<file path="src/rtl/mbps_pkg.sv">
// types, constants and helpers of the masked byte pattern scanner
package mbps_pkg;

    localparam int MAX_PATTERN = 16;
    localparam int PAT_BYTES   = 16;
    localparam int LEN_W       = 5;
    localparam int ADDR_W      = 32;
    localparam int CFG_IDX_W   = 3;
    localparam int CFG_DATA_W  = 64;

    typedef enum logic [CFG_IDX_W-1:0] {
        CFG_PATTERN_LOW    = 3'd0,
        CFG_PATTERN_HIGH   = 3'd1,
        CFG_MASK_LOW       = 3'd2,
        CFG_MASK_HIGH      = 3'd3,
        CFG_PATTERN_LENGTH = 3'd4,
        CFG_REGION_START   = 3'd5
    } t_cfg_reg;

    typedef struct packed {
        logic [7:0] data_byte;
        logic       readable;
        logic       last;
    } t_in_item;

    typedef struct packed {
        logic              found;
        logic [ADDR_W-1:0] match_address;
    } t_out_item;

    typedef logic [7:0] t_byte;

    // length zero acts as one, anything above the window depth as the depth
    function automatic logic [LEN_W-1:0] clamp_len(input logic [LEN_W-1:0] len);
        logic [LEN_W-1:0] n;
        n = len;
        if (n == '0) begin
            n = LEN_W'(1);
        end
        if (n > LEN_W'(MAX_PATTERN)) begin
            n = LEN_W'(MAX_PATTERN);
        end
        return n;
    endfunction

endpackage

</file>
<file path="src/rtl/masked_byte_pattern_scan_core.sv">
// masked byte pattern scanner, top level
// Bytes of a region enter one per item in address order; the core keeps the latest
// sixteen readable bytes and compares them against the configured pattern, using
// only the byte positions whose mask byte is nonzero. It returns one result per
// region: the start address of the first match, reported on the byte that
// completes it, or found=0 with address 0 on the last byte if nothing matched.
// An unreadable byte empties the window but still advances the address. The core
// takes one item per clock unless it stalls; a result passes through the input
// register and then the two-entry output queue before it leaves. The input
// side only stalls when both queue entries hold results not yet taken.
// The user must write configuration registers only while the core is idle; the
// core does not enforce it. Writing region_start also reloads the running address.
module masked_byte_pattern_scan_core import mbps_pkg::*; (
    input  logic                  i_clk,
    input  logic                  i_rst_n,
    input  logic                  i_in_valid,
    output logic                  o_in_stall,
    input  t_in_item              i_in,
    output logic                  o_out_valid,
    input  logic                  i_out_stall,
    output t_out_item             o_out,
    input  logic                  i_cfg_valid,
    output logic                  o_cfg_ready,
    input  logic [CFG_IDX_W-1:0]  i_cfg_index,
    input  logic [CFG_DATA_W-1:0] i_cfg_data
);

    logic [CFG_DATA_W-1:0] r_pat_lo;
    logic [CFG_DATA_W-1:0] r_pat_hi;
    logic [CFG_DATA_W-1:0] r_mask_lo;
    logic [CFG_DATA_W-1:0] r_mask_hi;
    logic [LEN_W-1:0]      r_len;
    logic [ADDR_W-1:0]     r_region;

    logic              r_s1_valid;
    t_in_item          r_s1_item;
    logic [ADDR_W-1:0] r_addr;
    logic              r_seen;
    logic [ADDR_W-1:0] n_addr;
    logic              n_seen;

    logic              room;
    logic              fire;
    logic              in_acc;
    logic              cfg_wr;
    logic              win_hit;
    logic              hit;
    logic              emit;
    logic [LEN_W-1:0]  len;
    t_out_item         res;

    assign o_cfg_ready = 1'b1;
    assign cfg_wr      = i_cfg_valid && o_cfg_ready;
    assign len         = clamp_len(r_len);

    assign fire       = r_s1_valid && room;
    assign o_in_stall = r_s1_valid && !room;
    assign in_acc     = i_in_valid && !o_in_stall;

    always_ff @(posedge i_clk) begin
        if (!i_rst_n) begin
            r_pat_lo  <= '0;
            r_pat_hi  <= '0;
            r_mask_lo <= '0;
            r_mask_hi <= '0;
            r_len     <= LEN_W'(1);
            r_region  <= '0;
        end else if (cfg_wr) begin
            case (i_cfg_index)
                CFG_PATTERN_LOW:    r_pat_lo  <= i_cfg_data;
                CFG_PATTERN_HIGH:   r_pat_hi  <= i_cfg_data;
                CFG_MASK_LOW:       r_mask_lo <= i_cfg_data;
                CFG_MASK_HIGH:      r_mask_hi <= i_cfg_data;
                CFG_PATTERN_LENGTH: r_len     <= i_cfg_data[LEN_W-1:0];
                CFG_REGION_START:   r_region  <= i_cfg_data[ADDR_W-1:0];
                default: begin
                end
            endcase
        end
    end

    // input register
    always_ff @(posedge i_clk) begin
        if (!i_rst_n) begin
            r_s1_valid <= 1'b0;
        end else if (in_acc) begin
            r_s1_valid <= 1'b1;
        end else if (fire) begin
            r_s1_valid <= 1'b0;
        end
    end

    always_ff @(posedge i_clk) begin
        if (in_acc) begin
            r_s1_item <= i_in;
        end
    end

    mbps_window u_window (
        .i_clk     (i_clk),
        .i_rst_n   (i_rst_n),
        .i_fire    (fire),
        .i_item    (r_s1_item),
        .i_len     (len),
        .i_pattern ({r_pat_hi, r_pat_lo}),
        .i_mask    ({r_mask_hi, r_mask_lo}),
        .o_hit     (win_hit)
    );

    // one result per region: first match, or not found on the last byte
    assign hit  = win_hit && !r_seen;
    assign emit = hit || (r_s1_item.last && !r_seen);

    always_comb begin
        res.found         = hit;
        res.match_address = hit ? (r_addr - ADDR_W'(len - LEN_W'(1))) : '0;
    end

    always_comb begin
        n_seen = r_s1_item.last ? 1'b0 : (r_seen || hit);
        n_addr = r_s1_item.last ? r_region : (r_addr + ADDR_W'(1));
    end

    always_ff @(posedge i_clk) begin
        if (!i_rst_n) begin
            r_seen <= 1'b0;
            r_addr <= '0;
        end else if (cfg_wr && (i_cfg_index == CFG_REGION_START)) begin
            r_addr <= i_cfg_data[ADDR_W-1:0];
        end else if (fire) begin
            r_seen <= n_seen;
            r_addr <= n_addr;
        end
    end

    mbps_outq u_outq (
        .i_clk   (i_clk),
        .i_rst_n (i_rst_n),
        .i_push  (fire && emit),
        .i_item  (res),
        .o_room  (room),
        .o_valid (o_out_valid),
        .i_stall (i_out_stall),
        .o_item  (o_out)
    );

endmodule

</file>
<file path="src/rtl/mbps_window.sv">
// sliding byte window with fill count and masked pattern compare
module mbps_window import mbps_pkg::*; (
    input  logic                  i_clk,
    input  logic                  i_rst_n,
    input  logic                  i_fire,
    input  t_in_item              i_item,
    input  logic [LEN_W-1:0]      i_len,
    input  logic [8*PAT_BYTES-1:0] i_pattern,
    input  logic [8*PAT_BYTES-1:0] i_mask,
    output logic                  o_hit
);

    t_byte             r_win [MAX_PATTERN];
    t_byte             n_win [MAX_PATTERN];
    logic [LEN_W-1:0]  r_fill;
    logic [LEN_W-1:0]  n_fill;
    logic [LEN_W-1:0]  fill_step;
    logic [3:0]        len_m1;
    logic              cmp_ok;

    // window after this item, newest byte at position zero
    always_comb begin
        n_win[0] = i_item.data_byte;
        for (int k = 1; k < MAX_PATTERN; k++) begin
            n_win[k] = r_win[k-1];
        end
    end

    always_comb begin
        if (!i_item.readable) begin
            fill_step = '0;
        end else if (r_fill == LEN_W'(MAX_PATTERN)) begin
            fill_step = r_fill;
        end else begin
            fill_step = r_fill + LEN_W'(1);
        end
    end

    assign len_m1 = 4'(i_len - LEN_W'(1));

    // window position k faces pattern byte len-1-k
    always_comb begin
        logic [3:0] j;
        j      = '0;
        cmp_ok = 1'b1;
        for (int k = 0; k < MAX_PATTERN; k++) begin
            j = len_m1 - 4'(k);
            if (LEN_W'(k) < i_len) begin
                if ((i_mask[8*j +: 8] != 8'd0) && (n_win[k] != i_pattern[8*j +: 8])) begin
                    cmp_ok = 1'b0;
                end
            end
        end
    end

    assign o_hit = i_item.readable && (fill_step >= i_len) && cmp_ok;

    always_comb begin
        n_fill = i_item.last ? '0 : fill_step;
    end

    always_ff @(posedge i_clk) begin
        if (!i_rst_n) begin
            r_fill <= '0;
        end else if (i_fire) begin
            r_fill <= n_fill;
        end
    end

    always_ff @(posedge i_clk) begin
        if (i_fire && i_item.readable) begin
            for (int k = 0; k < MAX_PATTERN; k++) begin
                r_win[k] <= n_win[k];
            end
        end
    end

endmodule

</file>
<file path="src/rtl/mbps_outq.sv">
// two-entry result queue between the scan stage and the output port
module mbps_outq import mbps_pkg::*; (
    input  logic      i_clk,
    input  logic      i_rst_n,
    input  logic      i_push,
    input  t_out_item i_item,
    output logic      o_room,
    output logic      o_valid,
    input  logic      i_stall,
    output t_out_item o_item
);

    t_out_item  r_q [2];
    logic       r_wr;
    logic       r_rd;
    logic [1:0] r_cnt;
    logic [1:0] n_cnt;
    logic       pop;

    assign o_valid = (r_cnt != 2'd0);
    assign o_room  = !r_cnt[1];
    assign o_item  = r_q[r_rd];
    assign pop     = o_valid && !i_stall;

    always_comb begin
        n_cnt = r_cnt;
        if (i_push && !pop) begin
            n_cnt = r_cnt + 2'd1;
        end else if (!i_push && pop) begin
            n_cnt = r_cnt - 2'd1;
        end
    end

    always_ff @(posedge i_clk) begin
        if (!i_rst_n) begin
            r_wr  <= 1'b0;
            r_rd  <= 1'b0;
            r_cnt <= '0;
        end else begin
            r_cnt <= n_cnt;
            if (i_push) begin
                r_wr <= !r_wr;
            end
            if (pop) begin
                r_rd <= !r_rd;
            end
        end
    end

    always_ff @(posedge i_clk) begin
        if (i_push) begin
            r_q[r_wr] <= i_item;
        end
    end

endmodule

</file>
<file path="config.mk">
export PLATFORM = sky130hd
export DESIGN_NAME = masked_byte_pattern_scan_core
export DESIGN_NICKNAME = d
export VERILOG_FILES = /design/src/rtl/mbps_pkg.sv /design/src/rtl/masked_byte_pattern_scan_core.sv /design/src/rtl/mbps_window.sv /design/src/rtl/mbps_outq.sv
export SDC_FILE = /design/constraint.sdc
export NUM_CORES = 1
export LEC_CHECK = 0
export BUFFER_PORTS_ARGS = -buffer_cell sky130_fd_sc_hd__buf_4
export CAP_MARGIN = 20
export CORE_ASPECT_RATIO = 1.4
export CORE_MARGIN = 5
export CORE_UTILIZATION = 65
export CTS_CLUSTER_DIAMETER = 150
export DETAILED_ROUTE_END_ITERATION = 10
export PLACE_DENSITY_LB_ADDON = 0.2
export RECOVER_POWER = 100
export SLEW_MARGIN = 5
export SYNTH_ARGS = -nofsm -noshare
export SYNTH_HDL_FRONTEND = slang
export SYNTH_HIERARCHICAL = 1
export SYNTH_SLANG_ARGS = --single-unit
</file>
<file path="constraint.sdc">
create_clock -name i_clk -period 19.7 [get_ports i_clk]
set_input_delay 1.97 -clock i_clk [delete_from_list [all_inputs] [get_ports i_clk]]
set_output_delay 1.97 -clock i_clk [all_outputs]
set_load 0.01 [all_outputs]
</file>
# [Yosys cells after proc, flatten, opt, wreduce, memory -nomap -nowiden]
# Memories as Yosys holds them, arrays and structs flattened. A register that Yosys moved wholly into a read port is not among the register bits.
# Index checks and enable logic that the tools add are counted.
[totals] ff_bits=346 mem_bits_rw=194 in_bits=82 out_inout_bits=36 word_cells=233 n_memories=2
[classes] addsub=22 magnitude_cmp=18 eq_ne=22 shift=32 n_mux=52 bitwise_logic=1 reduce_logical=68
[memory_table] memory="u_window.r_win" depth=16 width=8 read_ports=15 rd_ports_with_merged_regs=0 wr=16 line="mbps_window.sv:13" rtl="t_byte r_win [MAX_PATTERN];"
[memory_table] memory="u_outq.r_q" depth=2 width=33 read_ports=1 rd_ports_with_merged_regs=1 wr=1 line="mbps_outq.sv:13" rtl="t_out_item r_q [2];"
[op_table] op="indexed part select 128 x 8 -> 8 bit" n=32
[op_table] op="two-way mux 32 bit" n=4
[op_table] op="!= test 8 bit" n=16
[op_table] op="nonzero test 8 bit" n=16
[op_table] op="two-way mux 1 bit" n=41
[op_table] op="less-than comparator 4 x 5 -> 1 bit, first input constant" n=8
[op_table] op="adder 32 x 1 -> 32 bit, second input constant" n=1
[op_table] op="subtractor 32 bit" n=1
[op_table] op="subtractor 4 bit, second input constant" n=8
[op_table] op="logical AND 1 bit" n=29
[op_table] op="two-way mux 5 bit" n=5
[op_table] op="less-than comparator 3 x 5 -> 1 bit, first input constant" n=4
[op_table] op="subtractor 4 x 3 -> 4 bit, second input constant" n=4
[op_table] op="AND reduction 2 bit" n=7
[op_table] op="less-than comparator 1 x 5 -> 1 bit, first input constant" n=2
[op_table] op="less-than comparator 2 x 5 -> 1 bit, first input constant" n=2
[op_table] op="zero test 1 bit" n=8
[op_table] op="nonzero test 2 bit" n=4
[op_table] op="subtractor 4 x 1 -> 4 bit, second input constant" n=2
[op_table] op="subtractor 4 x 2 -> 4 bit, second input constant" n=2
[op_table] op="== test 3 x 2 -> 1 bit, second input constant" n=2
[op_table] op="== test 3 bit, second input constant" n=2
[op_table] op="subtractor 5 x 1 -> 6 bit, second input constant" n=1
[op_table] op="adder 5 x 1 -> 5 bit, second input constant" n=1
[op_table] op="11 further kinds" n=13

# [Logic depth before layout (Yosys ltp)]
# Gate-level depths: netlist (run 1).
[depth] word_depth=48 depth_mapped=35 mapped_depth_nobuf=25

# [Cells and area by module]
# The synthesis (run 1) kept the hierarchy.
[by_module_without_submodules] mod="masked_byte_pattern_scan_core" n_inst=1 cells_per_inst=1846 area_per_inst_um2=15132.0
[by_module_without_submodules] mod="mbps_window" n_inst=1 cells_per_inst=1301 area_per_inst_um2=14223.6
[by_module_without_submodules] mod="mbps_outq" n_inst=1 cells_per_inst=125 area_per_inst_um2=2596.2

# [Least setup slack after synthesis (run 1)]
# Ideal clock, no wire load.
[synth_timing] kind="register to register" start="register r_len[1]" end="memory u_outq/r_q[0][0] (netlist bit) (enable)" t_arrival_ps=7778 setup_slack_ps=11493 path_stages_with_launch=33 path_buffers=11 synth_period_minus_slack_ps=8207 cell_sequence="dfxtp_1 -> nor3_1 -> nor2_1 -> or2_2 -> inv_1 -> buf_2 -> clkinv_1 -> buf_2 -> buf_2 -> buf_2 -> clkbuf_8 -> ha_1 -> buf_2 -> buf_2 -> inv_1 -> buf_2 -> clkbuf_8 -> ha_1 -> clkbuf_1 -> or3_1 -> a21oi_2 -> xnor2_4 -> buf_2 -> mux4_2 -> xor2_1 -> nand3_1 -> nor3_1 -> a211oi_1 -> or2_2 -> nor4_2 -> nor2_1 -> nor3_1 -> nor2b_1"
[synth_via] elab_chain_len=46 elab_cells_between_ends=156 cone_classes="16 x add/sub; 18 x order compare; 16 x eq/ne; 32 x shift; 36 x mux; 38 x reduce/logical"
[synth_rtl] element="from (decl)" line="masked_byte_pattern_scan_core.sv:32" rtl="logic [LEN_W-1:0] r_len;"
[synth_rtl] element="from (signal assigned)" line="masked_byte_pattern_scan_core.sv:74" rtl="CFG_PATTERN_LENGTH: r_len <= i_cfg_data[LEN_W-1:0];"
[synth_rtl] element="zero test 5 bit" line="mbps_pkg.sv:37" rtl="if (n == '0) begin"
[synth_rtl] element="two-way mux 5 bit (*)" line="mbps_pkg.sv:37"
[synth_rtl] element="greater-than comparator 5 bit" line="mbps_pkg.sv:40" rtl="if (n > LEN_W'(MAX_PATTERN)) begin"
[synth_rtl] element="two-way mux 5 bit (*)" line="mbps_pkg.sv:40"
[synth_rtl] element="named net len[0]" line="masked_byte_pattern_scan_core.sv:49" rtl="logic [LEN_W-1:0] len;"
[synth_rtl] element="branches (longest 36 deep; another with subtractor 4 x 1 -> 4 bit)"
[synth_rtl] element="logical AND 1 bit (*)" line="mbps_window.sv:56" rtl="assign o_hit = i_item.readable && (fill_step >= i_len) && cmp_ok;"
[synth_rtl] element="named net win_hit" line="masked_byte_pattern_scan_core.sv:46" rtl="logic win_hit;"
[synth_rtl] element="logical AND 1 bit (*)" line="masked_byte_pattern_scan_core.sv:111" rtl="assign hit = win_hit && !r_seen;"
[synth_rtl] element="logical OR 1 bit (*)" line="masked_byte_pattern_scan_core.sv:112" rtl="assign emit = hit || (r_s1_item.last && !r_seen);"
[synth_rtl] element="logical AND 1 bit (*)" line="masked_byte_pattern_scan_core.sv:139" rtl=".i_push (fire && emit),"
[synth_rtl] element="two-way mux 1 bit (*)" line="mbps_outq.sv:51" rtl="if (i_push) begin"
[synth_rtl] element="two-way mux 1 bit (not written as such) (*)" line="mbps_outq.sv:52" rtl="r_q[r_wr] <= i_item;"
[synth_rtl] element="to (decl)" line="mbps_outq.sv:13"
# Mark *: on every way through the listed nets, which the timed path passes.

# [Worst setup path after layout (run 1)]
[layout_timing] start="register r_len[4]" end="memory u_outq/r_q[0][8] (netlist bit) (enable)"
# Same word-level chain as after synthesis.

==> run metrics, run 1 <==
number of sinks driven by the clock tree=533; r2r worst-path depth=21; net count reported at finish=3433; achievable clock frequency=75.0 MHz; post-synthesis async set-or-reset flop share=0%; placed wire-length estimate=75400 um; Seq pwr share=45.8%; level count of the clock H-tree=2; via/cell ratio=6.60; I/O pin total=118; count of filler cells inserted in the layout=3709; Worst Setup End Kind=register; # rows=96; hold violation total from the final report=0; die span in y=272 um; input/output buffers=116; cell area after synthesis=0.0320 mm^2; cell type with the highest aggregate area in the netlist=sky130_fd_sc_hd__dfxtp_1; diodes inserted=0; number of enable-type register cells in the synthesized netlist=196; final count of negative-setup-slack endpoints=0; status=complete, but fails checks; post-cts sizing count=0; number of distinct standard cells referenced by the synthesized netlist=98; Placed Cells=3876; number of cells produced by synthesis=3272; Final Critical Period=13.33 ns; pin count of the biggest net entering global routing=145; Max Buffers Root-to-Sink=3; overall via count from detail_route=26200; synth top area cells=sky130_fd_sc_hd__dfxtp_1, sky130_fd_sc_hd__edfxtp_1, sky130_fd_sc_hd__mux2i_1; iteration count of the initial detailed-routing pass=7; synthesis-to-finish area growth=8.13%; instance area after placement=0.0329 mm^2; number of global-route vias before repair=24600; crit share post-route=67.7%; insertion delay to the later sink of the worst-skew pair=0.63 ns; area of combinational cells with multiple inputs=0.0182 mm^2; GR Overflow Total=0; die outline width=197 um; power per cell area=79.1 mW/mm^2; Pleak=0.0127 uW; YS warnings=6; proportion of synthesized area in mux cells=18.9%; most common cell after layout, fill and taps aside=sky130_fd_sc_hd__nand2_1; CP max FO=64; setup repair after global routing missed its margin=no; violations in the final reports=capacitance limit, slew limit; first-pass GRT wire length=151000 um; final estimated routing congestion in global placement=1.06; slew at the pin closest to its max-slew limit=4.11 ns; count of cells along the worst hold path=2; CTS Hold Bufs=0; Switching Share=28.7%; cell area after layout=0.0346 mm^2; Core Region=0.0489 mm^2; internal power=1950 uW; number of buffers inserted by post-CTS setup repair=0; Root Buffer Master=sky130_fd_sc_hd__clkbuf_16; aggregate routed wire length=102000 um; Die Area=0.0538 mm^2; Slew headroom=-174%; Avg Cell Area, Syn=9.77 um^2; clock buffers created by TritonCTS=51; share of final-layout standard cells stronger than drive strength 1=13.1%; 1st-iter DRT viols=2996; number of non-filler instances in the completed layout=3973; part of the total power dissipated in combinational logic=17.8%; worst-case vdd ir drop=0.0854 mV; clk_skew=0.0360 ns; complex-gate fraction of the synthesized area=14.1%; max-slew violation total from the final report=641; Switching Power=785 uW; share of synthesized cell area in full adder, half adder and majority cells=2.18%; initial antenna violation count=0; Yosys reg bits=533; part of the power in the clock network=36.4%; Clock Pin Slew Worst Setup and Hold Paths=0.07 ns; worst slack, placed=10.94 ns; area share of xor/xnor cells in the synthesized design=5.21%; area used by sequential logic in the layout=0.0126 mm^2; data arrival time of the worst path=13.58 ns; Top FF cell, synth=sky130_fd_sc_hd__dfxtp_1; category of the critical setup timing path=register to register; number of max-cap violations=9; kind of start point of the critical path=register; basic-gate share of the synthesized area counting and, or, nand and nor cells=16.1%; accumulated negative setup slack=0 ns; required time reported for the critical path endpoint=19.95 ns; proportion of synthesized chip area in sequential cells=39.5%; final routed DRC violation total=0; Synth top area share=21.1%; count of nets left with antenna violations after detail routing=0; most frequent cells in the layout=sky130_fd_sc_hd__nand2_1, sky130_fd_sc_hd__dfxtp_1, sky130_fd_sc_hd__mux2i_1, sky130_fd_sc_hd__a21boi_0, sky130_fd_sc_hd__edfxtp_1; drt wl/cell=25.6 um; GRT Resource Usage Total=36.8%; TritonCTS clock tree=done; Starting Density=65.4%; min-delay worst type=register to register; main combinational cell family by area after synthesis=multiplexers; worst-case setup margin in the final layout=6.37 ns
-- cell families (layout without fill, tap and decap cells) --
| group | Yosys count | after routing |
|---|---|---|
| simple gates | 1132 | 1132 |
| compound gates | 640 | 640 |
| flops | 533 | 533 |
| mux | 485 | 485 |
| buf+inv | 248 | 280 |
| xor+xnor | 178 | 178 |
| fa+ha+maj | 55 | 55 |
| other cells | 1 | 33 |
-- synth_stat cells (all sizes together) (26+ instances only) --
cell type    n
mux2        98
and2        39
xnor2      100
mux4        84
clkbuf     131
buf         81
ha          54
nand3       77
nand2      661
and3        31
xor2        76
nor2       114
nor4        26
edfxtp     196
o21ai       77
nand4       31
a21oi       94
dfxtp      337
nor3        44
mux2i      303
inv         33
a21boi     302
-- flip-flops by register name (all words and copies together), names as in the netlist, 2 cells and up, named ones only --
register and count:
u_window/r_win 120, u_outq/r_q 66, r_mask_hi 64, r_mask_lo 64
r_pat_hi 64, r_pat_lo 64, r_addr 32, r_region 32
r_s1_item 10, r_len 5, u_window/r_fill 5, u_outq/r_cnt 2
-- critical path, cell delays in order (launching register included) --
cell and delay [ns]:
sky130_fd_sc_hd__dfxtp_1 0.71, sky130_fd_sc_hd__or2_2 0.27, sky130_fd_sc_hd__clkinvlp_2 1.65, sky130_fd_sc_hd__inv_4 1.42
sky130_fd_sc_hd__ha_1 2.33, sky130_fd_sc_hd__inv_1 1.31, sky130_fd_sc_hd__ha_1 0.64, sky130_fd_sc_hd__buf_4 0.40
sky130_fd_sc_hd__mux4_2 0.37, sky130_fd_sc_hd__mux2i_1 0.39, sky130_fd_sc_hd__mux2i_1 0.17, sky130_fd_sc_hd__xnor2_1 0.18
sky130_fd_sc_hd__nand3_1 0.10, sky130_fd_sc_hd__nor4_1 0.34, sky130_fd_sc_hd__a211oi_1 0.09, sky130_fd_sc_hd__nor4b_1 0.53
sky130_fd_sc_hd__o2111ai_1 0.18, sky130_fd_sc_hd__nor4_1 0.68, sky130_fd_sc_hd__nor2_1 0.08, sky130_fd_sc_hd__nor3_1 0.36
sky130_fd_sc_hd__nor2b_1 0.22, sky130_fd_sc_hd__buf_4 0.41
-- layout make-up --
class	count	area share [%]
inverter	34	0.387
clock inverter	28	0.866
tap	637	2.31
sequential	533	36.6
clock buffer	65	3.99
multi-input combinational	2523	52.7
timing repair buffer	153	3.15
-- per-layer routing --
metal	wire (um)	vias to the layer above	track usage, %
met5	0	-	0
met4	6750	0	19.0
met3	10100	312	7.00
met2	45800	1433	56.9
met1	39000	12700	49.3
li1	-	11800	-
-- per-stage QoR --
step	total power [uW]	utilization, %	hold slack [ns]
after floorplan	1580	-	0.432
after global placement	1740	67.4	0.446
after detailed placement	1750	67.4	0.455
after CTS	2740	70.8	0.464
after global routing	2820	70.7	0.473
final	2730	70.7	0.466
-- power groups by stage --
stage / logic (uW) / registers (uW) / clock network (uW)
detailed placement: 482 / 1270 / 0
global route: 515 / 1260 / 1050
floorplan: 325 / 1250 / 0
global placement: 471 / 1270 / 0
finish: 486 / 1250 / 995
CTS: 485 / 1250 / 1000
-- path summary, 6_finish.rpt --
path,from,end,slack [ns]
hold reg to reg,r_region[20],r_region[20],0.47
setup reg to reg,r_len[4],u_outq/r_q[0][8],6.37
hold / removal,r_region[20],r_region[20],0.47
setup / recovery,r_len[4],u_outq/r_q[0][8],6.37
(Power assumes the default switching activity.)
==> run 2, diff against run 1 <==
Settings changed: CORE_UTILIZATION 65 to 63.
Clock period 19.7 ns to 13.7 ns, I/O delays scaled along.
==> run 2 against run 1 <==
The flow still finishes with violations (capacitance limit, slew limit). Register-to-register slack worse by 3.4 ns. Largest cell class unchanged. Die area up 3.0%. Clock-buffer cell count rose by 1. Maximum frequency rose by 24%. Sequential power is 44% higher. Routed wire length is 1.7% higher. Global-route usage is 1.1 points lower. Setup slack got worse by 3.4 ns. Cell count grew 0.20%.
==> run metrics, run 2 (same netlist as run 1, synthesis figures left out) <==
final count of negative-setup-slack endpoints=0; number of non-filler instances in the completed layout=3981; instance area after placement=0.0330 mm^2; level count of the clock H-tree=2; Slew headroom=-187%; die span in y=276 um; clk_skew=0.0281 ns; status=complete, but fails checks; stage delay of the slowest cell on the critical path=2.29 ns; diodes inserted=0; drt wl/cell=26.0 um; worst-case hold path end point=r_mask_hi[23]; TritonCTS clock tree=done; Core Region=0.0501 mm^2; net count reported at finish=3433; category of the critical setup timing path=register to register; CP max stage cell=sky130_fd_sc_hd__ha_1; Worst Setup End Kind=register; pin count of the biggest net entering global routing=140; iteration count of the initial detailed-routing pass=6; initial antenna violation count=0; capture point of the worst reg-to-reg path=u_outq/r_q[0][20]; Placed Cells=3883; Largest register FFs=120; final estimated routing congestion in global placement=1.07; kind of start point of the critical path=register; clock buffers created by TritonCTS=51; GR Overflow Total=0; setup slack on the worst flop-to-flop path=2.95 ns; GRT Resource Usage Total=35.7%; most frequent cells in the layout=sky130_fd_sc_hd__nand2_1, sky130_fd_sc_hd__dfxtp_1, sky130_fd_sc_hd__mux2i_1, sky130_fd_sc_hd__a21boi_0, sky130_fd_sc_hd__edfxtp_1; post-cts sizing count=0; r2r worst-path depth=19; CTS Hold Bufs=0; register with the highest flop count=u_window/r_win; insertion delay to the later sink of the worst-skew pair=0.62 ns; input/output buffers=116; Die Area=0.0554 mm^2; number of global-route vias before repair=24500; worst-case vdd ir drop=0.114 mV; final routed DRC violation total=0; overall via count from detail_route=26300; launch instance of the worst register-to-register path=r_len[4]; cell area after layout=0.0347 mm^2; number of max-cap violations=7; 1st-iter DRT viols=2893; number of buffers inserted by post-CTS setup repair=0; most common cell after layout, fill and taps aside=sky130_fd_sc_hd__nand2_1; Clock Pin Slew Worst Setup and Hold Paths=0.07 ns; required time reported for the critical path endpoint=14.12 ns; biggest registers after layout=u_window/r_win: 120 flops, u_outq/r_q: 66 flops; synthesis-to-finish area growth=8.59%; Starting Density=63.7%; die outline width=200 um; source of the worst hold timing path=r_mask_hi[23]; CP max FO=58; count of nets left with antenna violations after detail routing=0; # rows=97; placed wire-length estimate=76300 um; slew at the pin closest to its max-slew limit=4.31 ns; power per cell area=117 mW/mm^2; count of cells along the worst hold path=2; setup repair after global routing missed its margin=no; hold violation total from the final report=0; Final Critical Period=10.75 ns; via/cell ratio=6.60; share of final-layout standard cells stronger than drive strength 1=13.2%; Max Buffers Root-to-Sink=3; min-delay worst type=register to register; I/O pin total=118; max-slew violation total from the final report=540; achievable clock frequency=93.1 MHz; accumulated negative setup slack=0 ns; first-pass GRT wire length=153000 um; data arrival time of the worst path=11.16 ns; Root Buffer Master=sky130_fd_sc_hd__clkbuf_16; critical-path cell list=or2_2 -> inv_4 -> inv_4 -> ha_1 -> inv_1 -> ha_1 -> xnor2_2 -> xnor2_4 -> mux2i_1 -> xnor2_1 -> nand3_1 -> nor4_1 -> a211oi_1 -> nor4b_2 -> o2111ai_1 -> nor4_1 -> nand2b_1 -> clkbuf_1 -> nor3_1; Pleak=0.0127 uW; aggregate routed wire length=103000 um; violations in the final reports=capacitance limit, slew limit; crit share post-route=78.4%; worst hold slack across all endpoints=0.463 ns; number of sinks driven by the clock tree=533
run 2: cell types whose count changed in the layout (fill, tap and decap cells not counted), sizes merged:
| cell | delta |
|---|---|
| clkinv | -4 |
| bufinv | +5 |
| clkinvlp | -1 |
| clkbuf | +9 |
| inv | +1 |
| buf | -8 |
run 2: per-stage QoR:
stage	util [%]	setup WS (ns)	power (uW)
final	69.2	2.95	4060
after global routing	69.2	2.55	4190
after CTS	69.5	5.17	4070
after detailed placement	65.8	5.24	2530
after global placement	65.7	5.48	2510
after floorplan	-	5.49	2270
run 2: worst max path at each step:
stage,from,to,slack [ns],cells after the start
after floorplan,r_len[1],u_outq/r_q[0][0],5.49,32
after global placement,r_len[1],u_outq/r_q[0][30],5.48,23
final,r_len[4],u_outq/r_q[0][20],2.95,19
after detailed placement,r_len[4],u_outq/r_q[1][30],5.24,20
after CTS,r_len[4],u_outq/r_q[1][30],5.17,20
after global routing,r_len[4],u_outq/r_q[0][16],2.55,21
run 2: cell type report:
cell class                      count  area [um^2]
Multi-Input combinational cell   2523        18200
Fill cell                        3862        15400
Sequential cell                   533        12600
Clock buffer                       66         1410
Timing Repair Buffer              153         1040
Tap cell                          643          805
Clock inverter                     29          432
Inverter                           34          135
run 2: per-layer routing:
layer	vias up	GRT usage, %	wire length (um)
met2	1351	55.4	46100
met1	12800	48.3	40900
met4	0	18.1	6590
li1	11800	-	-
met5	-	0	0
met3	286	6.27	9790
run 2: worst max-delay path: cells and delay by family, from the launching register on:
family | cells | cell delay [ns]
flip-flops | 1 | 0.53
buffers and inverters | 4 | 2.57
AND/OR/NAND/NOR | 7 | 2.67
XOR/XNOR | 3 | 1.05
multiplexers | 1 | 0.32
adder cells (fa/ha/maj) | 2 | 2.99
AO/OA/AOI/OAI | 2 | 0.27
run 2: power breakdown:
| part | switching [uW] | leakage (uW) | internal [uW] |
|---|---|---|---|
| Combinational | 427 | 0.00731 | 271 |
| Clock | 651 | 0.000892 | 905 |
| Sequential | 68.8 | 0.00454 | 1730 |
